`src/design/sbps_pkg.sv`:
```
// Shared types and constants of the seeded box position sampler.
// No dependencies.
`default_nettype none

package sbps_pkg;

    localparam int unsigned COORD_W  = 32;
    localparam int unsigned EXT_W    = 31;
    localparam int unsigned INDEX_W  = 32;
    localparam int unsigned STATE_W  = 64;
    localparam int unsigned FRAC_W   = 53;
    localparam int unsigned CFG_IDX_W = 3;
    localparam int unsigned CFG_DATA_W = 64;

    localparam int unsigned MIX_LAT   = 5;
    localparam int unsigned SCALE_LAT = 3;
    localparam int unsigned PIPE_LAT  = MIX_LAT + SCALE_LAT;

    localparam logic [STATE_W-1:0] GOLDEN_GAMMA = 64'h9E3779B97F4A7C15;
    localparam logic [STATE_W-1:0] MIX_MUL_A    = 64'hBF58476D1CE4E5B9;
    localparam logic [STATE_W-1:0] MIX_MUL_B    = 64'h94D049BB133111EB;

    localparam logic [STATE_W-1:0] GAMMA_X = GOLDEN_GAMMA;
    localparam logic [STATE_W-1:0] GAMMA_Y = GOLDEN_GAMMA + GOLDEN_GAMMA;
    localparam logic [STATE_W-1:0] GAMMA_Z = GAMMA_Y + GOLDEN_GAMMA;

    localparam logic [CFG_IDX_W-1:0] REG_SEED     = 3'd0;
    localparam logic [CFG_IDX_W-1:0] REG_CENTER_X = 3'd1;
    localparam logic [CFG_IDX_W-1:0] REG_CENTER_Y = 3'd2;
    localparam logic [CFG_IDX_W-1:0] REG_CENTER_Z = 3'd3;
    localparam logic [CFG_IDX_W-1:0] REG_EXTENT_X = 3'd4;
    localparam logic [CFG_IDX_W-1:0] REG_EXTENT_Y = 3'd5;
    localparam logic [CFG_IDX_W-1:0] REG_EXTENT_Z = 3'd6;

    // Only the low seed word reaches the state: (seed << 32) mod 2^64.
    typedef struct packed {
        logic [31:0]        seed_lo;
        logic [COORD_W-1:0] center_x;
        logic [COORD_W-1:0] center_y;
        logic [COORD_W-1:0] center_z;
        logic [EXT_W-1:0]   extent_x;
        logic [EXT_W-1:0]   extent_y;
        logic [EXT_W-1:0]   extent_z;
    } cfg_t;

endpackage

`default_nettype wire

```
`src/design/sbps_cfg.sv`:
```
// Configuration register file of the seeded box position sampler.
// Depends on sbps_pkg.
`default_nettype none

module sbps_cfg
    import sbps_pkg::*;
(
    input  wire logic                  aclk,
    input  wire logic                  aresetn,
    input  wire logic                  cfg_valid,
    input  wire logic [CFG_IDX_W-1:0]  cfg_index,
    input  wire logic [CFG_DATA_W-1:0] cfg_data,
    output cfg_t                       cfg
);

    cfg_t cfg_reg;
    cfg_t cfg_next;

    always_comb begin
        cfg_next = cfg_reg;
        if (cfg_valid) begin
            unique case (cfg_index)
                REG_SEED:     cfg_next.seed_lo  = cfg_data[31:0];
                REG_CENTER_X: cfg_next.center_x = cfg_data[COORD_W-1:0];
                REG_CENTER_Y: cfg_next.center_y = cfg_data[COORD_W-1:0];
                REG_CENTER_Z: cfg_next.center_z = cfg_data[COORD_W-1:0];
                REG_EXTENT_X: cfg_next.extent_x = cfg_data[EXT_W-1:0];
                REG_EXTENT_Y: cfg_next.extent_y = cfg_data[EXT_W-1:0];
                REG_EXTENT_Z: cfg_next.extent_z = cfg_data[EXT_W-1:0];
                default:      cfg_next = cfg_reg;
            endcase
        end
    end

    always_ff @(posedge aclk) begin
        if (!aresetn) begin
            cfg_reg <= '0;
        end else begin
            cfg_reg <= cfg_next;
        end
    end

    assign cfg = cfg_reg;

endmodule

`default_nettype wire

```
`config.mk`:
```
export PLATFORM = sky130hd
export DESIGN_NAME = sbps_cfg
export DESIGN_NICKNAME = d
export VERILOG_FILES = /design/src/design/sbps_pkg.sv /design/src/design/sbps_cfg.sv
export SDC_FILE = /design/constraint.sdc
export NUM_CORES = 1
export LEC_CHECK = 0
export BUFFER_PORTS_ARGS = -buffer_cell sky130_fd_sc_hd__buf_2
export CAP_MARGIN = 20
export CORE_MARGIN = 3
export CORE_UTILIZATION = 50
export DETAILED_ROUTE_END_ITERATION = 12
export GPL_ROUTABILITY_DRIVEN = 0
export PLACE_DENSITY = 0.79
export SLEW_MARGIN = 20
export SYNTH_ARGS = -nofsm -noshare
export SYNTH_HDL_FRONTEND = slang
export SYNTH_SLANG_ARGS = --single-unit
```
`constraint.sdc`:
```
create_clock -name aclk -period 3.38 [get_ports aclk]
set_input_delay 0.676 -clock aclk [delete_from_list [all_inputs] [get_ports aclk]]
set_output_delay 0.676 -clock aclk [all_outputs]
set_load 0.05 [all_outputs]
```
* Word level (Yosys, flattened, before mapping)
Index checks and enable logic that the tools add are counted.
** Storage, ports and cells
- Word-level logic and storage cells :: 21
- Output and inout port bits :: 221
- Register bits after elaboration :: 221
- Input bits :: 70
** Operators by class
- Reductions and logical operators :: 8
- Eq/ne operators :: 6
** Operator list (number)
- 2-bit AND reduction :: 7
- 3-bit == test, second input constant :: 3
- 3-bit by 2-bit == test with 1-bit output, second input constant :: 2
- 3-bit by 1-bit == test with 1-bit output, second input constant :: 1
- 3-bit zero test :: 1

* Longest topological paths before layout
- Depth in word-level cells :: 2
- Gate-level depth with buffers :: 5
- Gate-level depth less buffers :: 2

* Least setup slack after synthesis
No wires, ideal clock.
- Path type :: in2reg
- Start point :: input cfg_index[1]
- End point :: register cfg_reg, in the netlist cfg[189]
- Data arrival time :: 1628 ps
- Slack :: 1679 ps
- Cell stages on the path :: 4
- Path through :: buf_2 nor4b_4 buf_6 mux2i_1
** On the way
- Word-level cells in the longest chain between the ends :: 2
** Ends and longest elaborated chain
- start, declared :: RTL line sbps_cfg.sv:11 : input wire logic [CFG_IDX_W-1:0] cfg_index,
- 3-bit zero test :: RTL line sbps_cfg.sv:22 : unique case (cfg_index)
- 2-bit AND reduction (no line)
- end signal, assigned :: RTL line sbps_cfg.sv:39 : cfg_reg <= cfg_next;
- end, declared :: RTL line sbps_cfg.sv:16 : cfg_t cfg_reg;
Every way passes these cells.
A chain may end at the register's enable or synchronous reset.

* Worst setup path in the final report
- Start point :: register cfg_reg, in the netlist cfg[195]
- End point :: output cfg[195] (netlist bit)
** RTL lines
- end, declared :: RTL line sbps_cfg.sv:13 : output cfg_t cfg
No word-level cell between the ends.

==> metrics.cfg <==
[run_status]
outcome=finished, final reports clean

[critical_path]
cp_slowest_stage_delay_ns=0.34
critical-path-top-delay-family=flip-flops
crit_arrival_ns=1.11
path_class=register to output pin
worstPathMaxFanout=2
end_kind=output pin
path_buf_inv=1
critPathSlowestCell=dfxtp_1
r2r_cells=2
crit_path_start=cfg[195]
crit_chain=buf_2
r2r_slack_ns=2.72
crit_required_ns=2.70
cp.depth=1
regToRegStartpoint=cfg[99]
critPathCapture=cfg[195]
r2r_end=cfg[99]
startpoint_type=register

[global_route]
antenna_found_initial=2
grt_max_degree=86
grt_pass1_wl_mm=32.9
grt_pass1_vias=6117
overflow=0
track_usage_pct=22.8

[timing]
setup_viol=0
hold_viol=0
max_freq_mhz=559
min_period_over_period_pct=53.0
clock_skew_ns=0
worst_pin_slew_ns=0.686
setup_tns_ns=0
rsz0062_at_grt=no
period_minus_slack_ns=1.79
whs_ns=0.454
drv_slew=0
slew_headroom_pct=54.3

[cells_and_area]
final_cell_mix=buf_2 (257), nand2_1 (253), mux2i_1 (221), dfxtp_1 (221), clkbuf_16 (23)
seqCellArea_um2=4420
layout-drive-gt1-share_pct=31.0
final_common_cell=buf_2
nNetsFinal=1071
num-fill-cells=1265
largest_reg_flops=221
syn_to_final_growth_pct=27.5
multi_input_area_um2=3280
final_util_pct=65.9

[clocking]
htreeDepth=1
cts.clk_slew.worst_paths_ns=0.06
cts_tree=done
post_cts_resized=0
clock_latency_ns=0.48
clk_path_buf_depth=3
numClockSinks=221
holdBufCountCts=0
root_buffer=clkbuf_16
cts_inserted_buffers=22
post_cts_buffers=0

[drt]
routed_via_density=5.00
drt_iter0_markers=254
wl_per_cell_um=16.8
drt-total-wl_mm=20.6
dr.pass1.iters=4
detail-route-antenna-nets=0
route.detailed.drc=0
vias=6135

[synthesis]
syn_nets=828
ys_seq_area_share_pct=55.4
ys_seq_elements=221
ys_warn_count=0
synth_cell_types=12
avgSynthCellArea_um2=10.5
synth_cells=758
netlist_area_um2=7980

[floorplanning]
die_y_um=132
core_area_um2=15400
pin_count=291
die_area_um2=17500
start_util_pct=51.7
rows=45
die_w_um=132

[power]
p_leak_nw=5.52
p_per_area_nw_per_um2=553
max-vdd-ir-drop_mv=0.407

[placed_design]
port_buffers=258
dp_hpwl_mm=14.2

[flow_run]
maxCapViolCount=0

[hold_path]
hold_path.class=register to register

==> synthesized netlist by cell type (all sizes together) <==
master   number  share of area (%)
nand4bb       2               0.28
clkbuf       19               0.89
nand4b        3               0.33
nand2       253                 12
dfxtp       221                 55
buf          37                3.0
nor4b         1               0.30
and4bb        1               0.16
mux2i       221                 28
==> power by group <==
part / leakage (nW) / total [mW] / switching [mW] / internal, mW
sequential: 1.79 / 2.69 / 0.0287 / 2.66
clock: 0.371 / 2.42 / 0.950 / 1.47
combinational: 3.36 / 0.517 / 0.388 / 0.129
total: 5.52 / 5.63 / 1.37 / 4.26
==> worst min-delay path by stage <==
stage | from | to | slack, ns | cells after the start
6_report | cfg[117] | cfg[117] | 0.45 | 2
5_1_grt | cfg[200] | cfg[200] | 0.46 | 2
4_1_cts | cfg[219] | cfg[219] | 0.46 | 2
3_5_place_dp | cfg[163] | cfg[163] | 0.44 | 2
3_3_place_gp | cfg[164] | cfg[164] | 0.44 | 2
2_1_floorplan | cfg[157] | cfg[157] | 0.67 | 2
==> through the flow <==
step | area [um^2] | total power [mW] | cells | setup slack [ns]
after floorplan | 7980 | 3.13 | 758 | 1.68
after global placement | 9430 | 3.26 | 1188 | 1.21
after detailed placement | 9430 | 3.27 | 1188 | 1.19
after CTS | 10200 | 5.68 | 1227 | 1.56
after global routing | 10200 | 5.82 | 1228 | 1.54
final | 10200 | 5.63 | 1228 | 1.59
==> final cells by class <==
| class | count | share of cell area (%) |
|---|---|---|
| Timing Repair Buffer | 275 | 14.4 |
| Clock inverter | 6 | 0.541 |
| Sequential cell | 221 | 43.5 |
| Clock buffer | 33 | 6.72 |
| Tap cell | 211 | 2.60 |
| Antenna cell | 1 | 0.0246 |
| Multi-Input combinational cell | 481 | 32.2 |
==> kinds of logic (layout without fill, tap and decap cells) <==
| logic type | count (synthesis) | in the layout | share of synthesized area (%) |
|---|---|---|---|
| and+or+nand+nor | 260 | 260 | 13.0 |
| DFF | 221 | 221 | 55.4 |
| buffers and inverters | 56 | 314 | 3.87 |
| muxes | 221 | 221 | 27.7 |
| other | 0 | 1 | 0 |
==> metal layers <==
metal	routed length, um	global-route usage [%]
met3	1590	7.14
met4	586	7.04
met5	8	0
met2	9830	39.1
met1	8640	27.5
(Power assumes the default switching activity.)
