==> src/design/sbps_pkg.sv <==
// Shared types and constants of the seeded box position sampler.
// No dependencies.
`default_nettype none

package sbps_pkg;

    localparam int unsigned COORD_W  = 32;
    localparam int unsigned EXT_W    = 31;
    localparam int unsigned INDEX_W  = 32;
    localparam int unsigned STATE_W  = 64;
    localparam int unsigned FRAC_W   = 53;
    localparam int unsigned CFG_IDX_W = 3;
    localparam int unsigned CFG_DATA_W = 64;

    localparam int unsigned MIX_LAT   = 5;
    localparam int unsigned SCALE_LAT = 3;
    localparam int unsigned PIPE_LAT  = MIX_LAT + SCALE_LAT;

    localparam logic [STATE_W-1:0] GOLDEN_GAMMA = 64'h9E3779B97F4A7C15;
    localparam logic [STATE_W-1:0] MIX_MUL_A    = 64'hBF58476D1CE4E5B9;
    localparam logic [STATE_W-1:0] MIX_MUL_B    = 64'h94D049BB133111EB;

    localparam logic [STATE_W-1:0] GAMMA_X = GOLDEN_GAMMA;
    localparam logic [STATE_W-1:0] GAMMA_Y = GOLDEN_GAMMA + GOLDEN_GAMMA;
    localparam logic [STATE_W-1:0] GAMMA_Z = GAMMA_Y + GOLDEN_GAMMA;

    localparam logic [CFG_IDX_W-1:0] REG_SEED     = 3'd0;
    localparam logic [CFG_IDX_W-1:0] REG_CENTER_X = 3'd1;
    localparam logic [CFG_IDX_W-1:0] REG_CENTER_Y = 3'd2;
    localparam logic [CFG_IDX_W-1:0] REG_CENTER_Z = 3'd3;
    localparam logic [CFG_IDX_W-1:0] REG_EXTENT_X = 3'd4;
    localparam logic [CFG_IDX_W-1:0] REG_EXTENT_Y = 3'd5;
    localparam logic [CFG_IDX_W-1:0] REG_EXTENT_Z = 3'd6;

    // Only the low seed word reaches the state: (seed << 32) mod 2^64.
    typedef struct packed {
        logic [31:0]        seed_lo;
        logic [COORD_W-1:0] center_x;
        logic [COORD_W-1:0] center_y;
        logic [COORD_W-1:0] center_z;
        logic [EXT_W-1:0]   extent_x;
        logic [EXT_W-1:0]   extent_y;
        logic [EXT_W-1:0]   extent_z;
    } cfg_t;

endpackage

`default_nettype wire

==> src/design/sbps_scale.sv <==
// Fraction times extent, floor, then center minus half extent plus offset.
// Three register stages. Depends on sbps_pkg.
`default_nettype none

module sbps_scale
    import sbps_pkg::*;
(
    input  wire logic               aclk,
    input  wire logic               en,
    input  wire logic [FRAC_W-1:0]  frac,
    input  wire logic [EXT_W-1:0]   extent,
    input  wire logic [COORD_W-1:0] center,
    output logic      [COORD_W-1:0] pos
);

    localparam int unsigned HI_W  = FRAC_W - 32 + EXT_W;
    localparam int unsigned LO_W  = 32 + EXT_W;
    localparam int unsigned ACC_W = HI_W + 1;

    logic [HI_W-1:0]    hi_reg, hi_next;
    logic [LO_W-1:0]    lo_reg, lo_next;
    logic [ACC_W-1:0]   acc;
    logic [COORD_W-1:0] off_reg, off_next;
    logic [COORD_W-1:0] pos_reg, pos_next;

    always_comb begin
        hi_next  = HI_W'(frac[FRAC_W-1:32]) * HI_W'(extent);
        lo_next  = LO_W'(frac[31:0]) * LO_W'(extent);
        acc      = ACC_W'(hi_reg) + ACC_W'(lo_reg[LO_W-1:32]);
        off_next = COORD_W'(acc >> (FRAC_W - 32));
        pos_next = center - COORD_W'(extent >> 1) + off_reg;
    end

    always_ff @(posedge aclk) begin
        if (en) begin
            hi_reg  <= hi_next;
            lo_reg  <= lo_next;
            off_reg <= off_next;
            pos_reg <= pos_next;
        end
    end

    assign pos = pos_reg;

endmodule

`default_nettype wire

==> config.mk <==
export PLATFORM = sky130hd
export DESIGN_NAME = sbps_scale
export DESIGN_NICKNAME = d
export VERILOG_FILES = /design/src/design/sbps_pkg.sv /design/src/design/sbps_scale.sv
export SDC_FILE = /design/constraint.sdc
export NUM_CORES = 2
export LEC_CHECK = 0
export BUFFER_PORTS_ARGS = -buffer_cell sky130_fd_sc_hd__buf_4
export CAP_MARGIN = 40
export CORE_ASPECT_RATIO = 1.75
export CORE_MARGIN = 2
export CORE_UTILIZATION = 40
export CTS_CLUSTER_DIAMETER = 80
export CTS_CLUSTER_SIZE = 28
export DETAILED_ROUTE_END_ITERATION = 10
export SLEW_MARGIN = 15
export SYNTH_ARGS = -nofsm -noshare
export SYNTH_HDL_FRONTEND = slang
export SYNTH_SLANG_ARGS = --single-unit
export TNS_END_PERCENT = 10
==> constraint.sdc <==
create_clock -name aclk -period 9.3 [get_ports aclk]
set_input_delay 1.395 -clock aclk [delete_from_list [all_inputs] [get_ports aclk]]
set_output_delay 1.395 -clock aclk [all_outputs]
set_load 0.01 [all_outputs]
# Yosys cells after proc, flatten, opt, wreduce, memory -nomap -nowiden
# Cells that the tools add are included.
[classes] n_mul=2 n_addsub=3
[ops] operator="32-bit by 31-bit multiplier with 63-bit output" count=1
[ops] operator="52-bit by 31-bit adder with 53-bit output" count=1
[ops] operator="21-bit by 31-bit multiplier with 52-bit output" count=1
[ops] operator="32-bit adder" count=1
[ops] operator="32-bit by 30-bit subtractor with 32-bit output" count=1
[totals] wordCells=9 output_inout_bits=32 inputBits=118 regBits=179

# Longest topological paths before layout
[logic_depth] depth_word=2 mapped_depth=31 ltp_nobuf=29

# Least setup slack after synthesis
# No wires, ideal clock.
[synth_path] path_kind="in2reg" from="input extent[7]" to="register lo_reg[52], data pin" path_stages=24 arrival_time_ns=8.303 setup_ns=0.260 required_ns=9.040 slack_ns=0.737 n_path_buf=2 path_cell_list="clkbuf_1 -> clkbuf_1 -> nand2_1 -> fa_1 -> fa_1 -> fa_1 -> fa_1 -> inv_1 -> fa_1 -> fa_1 -> fa_1 -> fa_1 -> ha_1 -> and4_4 -> nand3_2 -> or3_1 -> nor2_1 -> a311oi_2 -> a21oi_2 -> a311oi_2 -> or3b_4 -> o22ai_2 -> a31oi_1 -> xnor2_1"
[synth_via] elab_chain_cells=1
[synth_lines] element="start, declared" line="sbps_scale.sv:11" source="input wire logic [EXT_W-1:0] extent,"
[synth_lines] element="32-bit by 31-bit multiplier with 63-bit output" line="sbps_scale.sv:28" source="lo_next = LO_W'(frac[31:0]) * LO_W'(extent);"
[synth_lines] element="named net lo_next[52]" line="sbps_scale.sv:21" source="logic [LO_W-1:0] lo_reg, lo_next;"
[synth_lines] element="end signal, assigned" line="sbps_scale.sv:37" source="lo_reg <= lo_next;"
[synth_lines] element="end, declared" line="sbps_scale.sv:21"
# The timed path passes the listed nets, and every way through them passes these cells.
# A chain may end at the register's enable or synchronous reset.

# Worst setup path after layout
[layout_path] from="input extent[5]" to="register lo_reg[60], data pin"
# Same word-level chain as after synthesis.

==> impl_metrics.env <==
export IMPL_status="complete, no violations"
export IMPL_clockBufferDepth=2
export IMPL_avgSynthCellArea_um2=9.34
export IMPL_wl_mm=191
export IMPL_hold_viol_final=0
export IMPL_rows=187
export IMPL_cp_arrival_ps=9250
export IMPL_fillCellCount=14600
export IMPL_drive_gt1_frac=0.0617
export IMPL_htreeDepth=4
export IMPL_grt_pass1_vias=50200
export IMPL_yosysWarnings=0
export IMPL_setup_viol=0
export IMPL_dr_total_vias=44200
export IMPL_startpoint_type="primary input"
export IMPL_rsz0062_at_grt="false"
export IMPL_drv_slew=0
export IMPL_cts_tree="yes"
export IMPL_final_common_cell="inv_1"
export IMPL_yosysSeqAreaShare=0.0738
export IMPL_antenna_found_initial=19
export IMPL_wl_per_cell_um=22.7
export IMPL_grt_overflow=0
export IMPL_dp_hpwl_mm=155
export IMPL_drc_errors=0
export IMPL_end_kind="flop"
export IMPL_drv_cap=0
export IMPL_routed_via_density=5.26
export IMPL_dp_cells=8367
export IMPL_grt_max_degree=84
export IMPL_die_w_um=296
export IMPL_cts_sinks=147
export IMPL_drt_initial_drc_count=2455
export IMPL_postCtsHoldBufs=0
export IMPL_syn_nets=8444
export IMPL_start_util=0.403
export IMPL_core_area_um2=148000
export IMPL_period_share=0.971
export IMPL_first_pass_iters=7
export IMPL_nNetsFinal=8443
export IMPL_rrSetupSlack_ps=5230
export IMPL_clk_latency_ps=470
export IMPL_synth_seq_cells=147
export IMPL_min_path_cells=1
export IMPL_finClkSkew_ps=12.4
export IMPL_slew_headroom=0.444
export IMPL_critPathMaxFanout=27
export IMPL_worstHoldStart="hi_reg[50]"
export IMPL_synth_cells=6405
export IMPL_async_flop_share=0
export IMPL_track_usage=0.258
export IMPL_critPathRequiredTime_ps=9520
export IMPL_die_area_um2=153000
export IMPL_grt_pass1_wl_mm=292
export IMPL_io_buffers=149
export IMPL_num_io_pins=150
export IMPL_cts_resized=0
export IMPL_worst_r2r_cell_count=14
export IMPL_r2r_start="off_reg[1]"
export IMPL_gp_congestion=0.915
export IMPL_cts_setup_buffers=0
export IMPL_synth_distinct_cells=69
export IMPL_fin_crit_ps=9030
export IMPL_ys_flop_type="edfxtp_1"
export IMPL_max_slew_worst_pin_slew_ps=834
export IMPL_hp_class="flop to flop"
export IMPL_synth_edf_count=147
export IMPL_antenna_left=0
export IMPL_setup_worst_path_class="primary input to flop"
export IMPL_timing_fmax_mhz=111
export IMPL_netlist_area_um2=59800
export IMPL_fin_cells=8412
export IMPL_areaGrowthSynthToFinish_pct=7.58
export IMPL_clk_pin_slew_ps=80
export IMPL_largest_reg_flops=52
export IMPL_hold_end="off_reg[29]"
export IMPL_die_h_um=516
export IMPL_mostFrequentLayoutCells="inv_1 (1491), fa_1 (1443), nand2_1 (940)"
export IMPL_r2r_end="pos[31]"
export IMPL_ctsRootBufferMaster="clkbuf_16"
export IMPL_cts_made_buffers=17
-- cell usage after synthesis (all sizes together) (11+ instances only) --
library cell / instances / area (um^2)
o21bai: 16 / 120
edfxtp: 147 / 4410
nand2: 940 / 3530
nand2b: 14 / 87.6
clkbuf: 353 / 1330
a21o: 97 / 728
o21ai: 64 / 328
nor3: 17 / 85.1
nor2b: 21 / 131
and3: 18 / 113
a21oi: 144 / 728
nand4: 30 / 188
a31oi: 19 / 155
and2: 784 / 4900
o21a: 11 / 90.1
nand3: 27 / 140
nor2: 53 / 201
ha: 478 / 5980
xnor2: 94 / 823
xor2: 52 / 455
inv: 1491 / 5600
fa: 1443 / 28900
-- metal layers --
metal | routed length [um] | part of all wire | global-route usage | vias up
li1 | - | - | - | 18800
met1 | 62000 | 0.33 | 0.263 | 23100
met2 | 101000 | 0.53 | 0.477 | 1653
met3 | 10200 | 0.054 | 0.0353 | 725
met4 | 17100 | 0.090 | 0.190 | 22
met5 | 118 | 0.00062 | 0 | -
-- how the worst max path moves through the flow --
| stage | startpoint | endpoint | cells past startpoint |
|---|---|---|---|
| after floorplan | extent[7] | lo_reg[52] | 24 |
| after global placement | extent[5] | lo_reg[60] | 28 |
| after detailed placement | extent[5] | lo_reg[60] | 28 |
| after CTS | extent[5] | lo_reg[60] | 28 |
| after global routing | extent[5] | lo_reg[52] | 27 |
| final | extent[5] | lo_reg[60] | 28 |
-- final cells by class --
class / count / area [um^2] / share of cell area
diodes: 11 / 27.5 / 0.000428
clock buffers: 17 / 425 / 0.00661
clock inverters: 15 / 156 / 0.00243
inverters: 1491 / 5600 / 0.0869
multi-input cells: 4410 / 48500 / 0.753
flip-flops and latches: 147 / 4410 / 0.0686
well taps: 1984 / 2480 / 0.0386
repair buffers: 337 / 2790 / 0.0433
-- cells by family after synthesis --
| family | synth area share |
|---|---|
| AOI/OAI and AO/OA | 0.0465 |
| and+or+nand+nor | 0.160 |
| xor gates and xnor gates | 0.0214 |
| adders and majority gates | 0.583 |
| DFF | 0.0738 |
| buffers and inverters | 0.116 |
-- per-stage QoR --
| step | setup slack [ps] | hold slack, ps | instance area, um^2 | TNS (ps) | util |
|---|---|---|---|---|---|
| floorplan | 737 | 541 | 59800 | 0 | - |
| CTS | 338 | 615 | 64300 | 0 | 0.433 |
| detailed placement | -160 | 599 | 63700 | -801 | 0.430 |
| global route | 17.4 | 637 | 64400 | 0 | 0.434 |
| global placement | -150 | 599 | 63700 | -317 | 0.430 |
| finish | 268 | 630 | 64400 | 0 | 0.434 |
-- critical path: stages --
cell      delay, ps
buf_4           430
and2_1          250
fa_1            530
fa_1            540
fa_1            560
inv_1            70
fa_1            480
inv_1            50
fa_1            480
fa_1            520
fa_1            500
inv_1            50
fa_1            500
inv_1            60
ha_1            370
nand2_1          70
o21ai_0         360
buf_4           200
a211oi_1         40
a211oi_1        400
nor2_1          140
nor2_2          180
a41oi_2         180
o21ai_2         240
buf_4           160
a41o_1          200
a21oi_1          90
xnor2_1         130
Power is left out: the tool's default activity adds up to more than one toggle a clock period on the data nets, which glitch-free logic cannot reach.
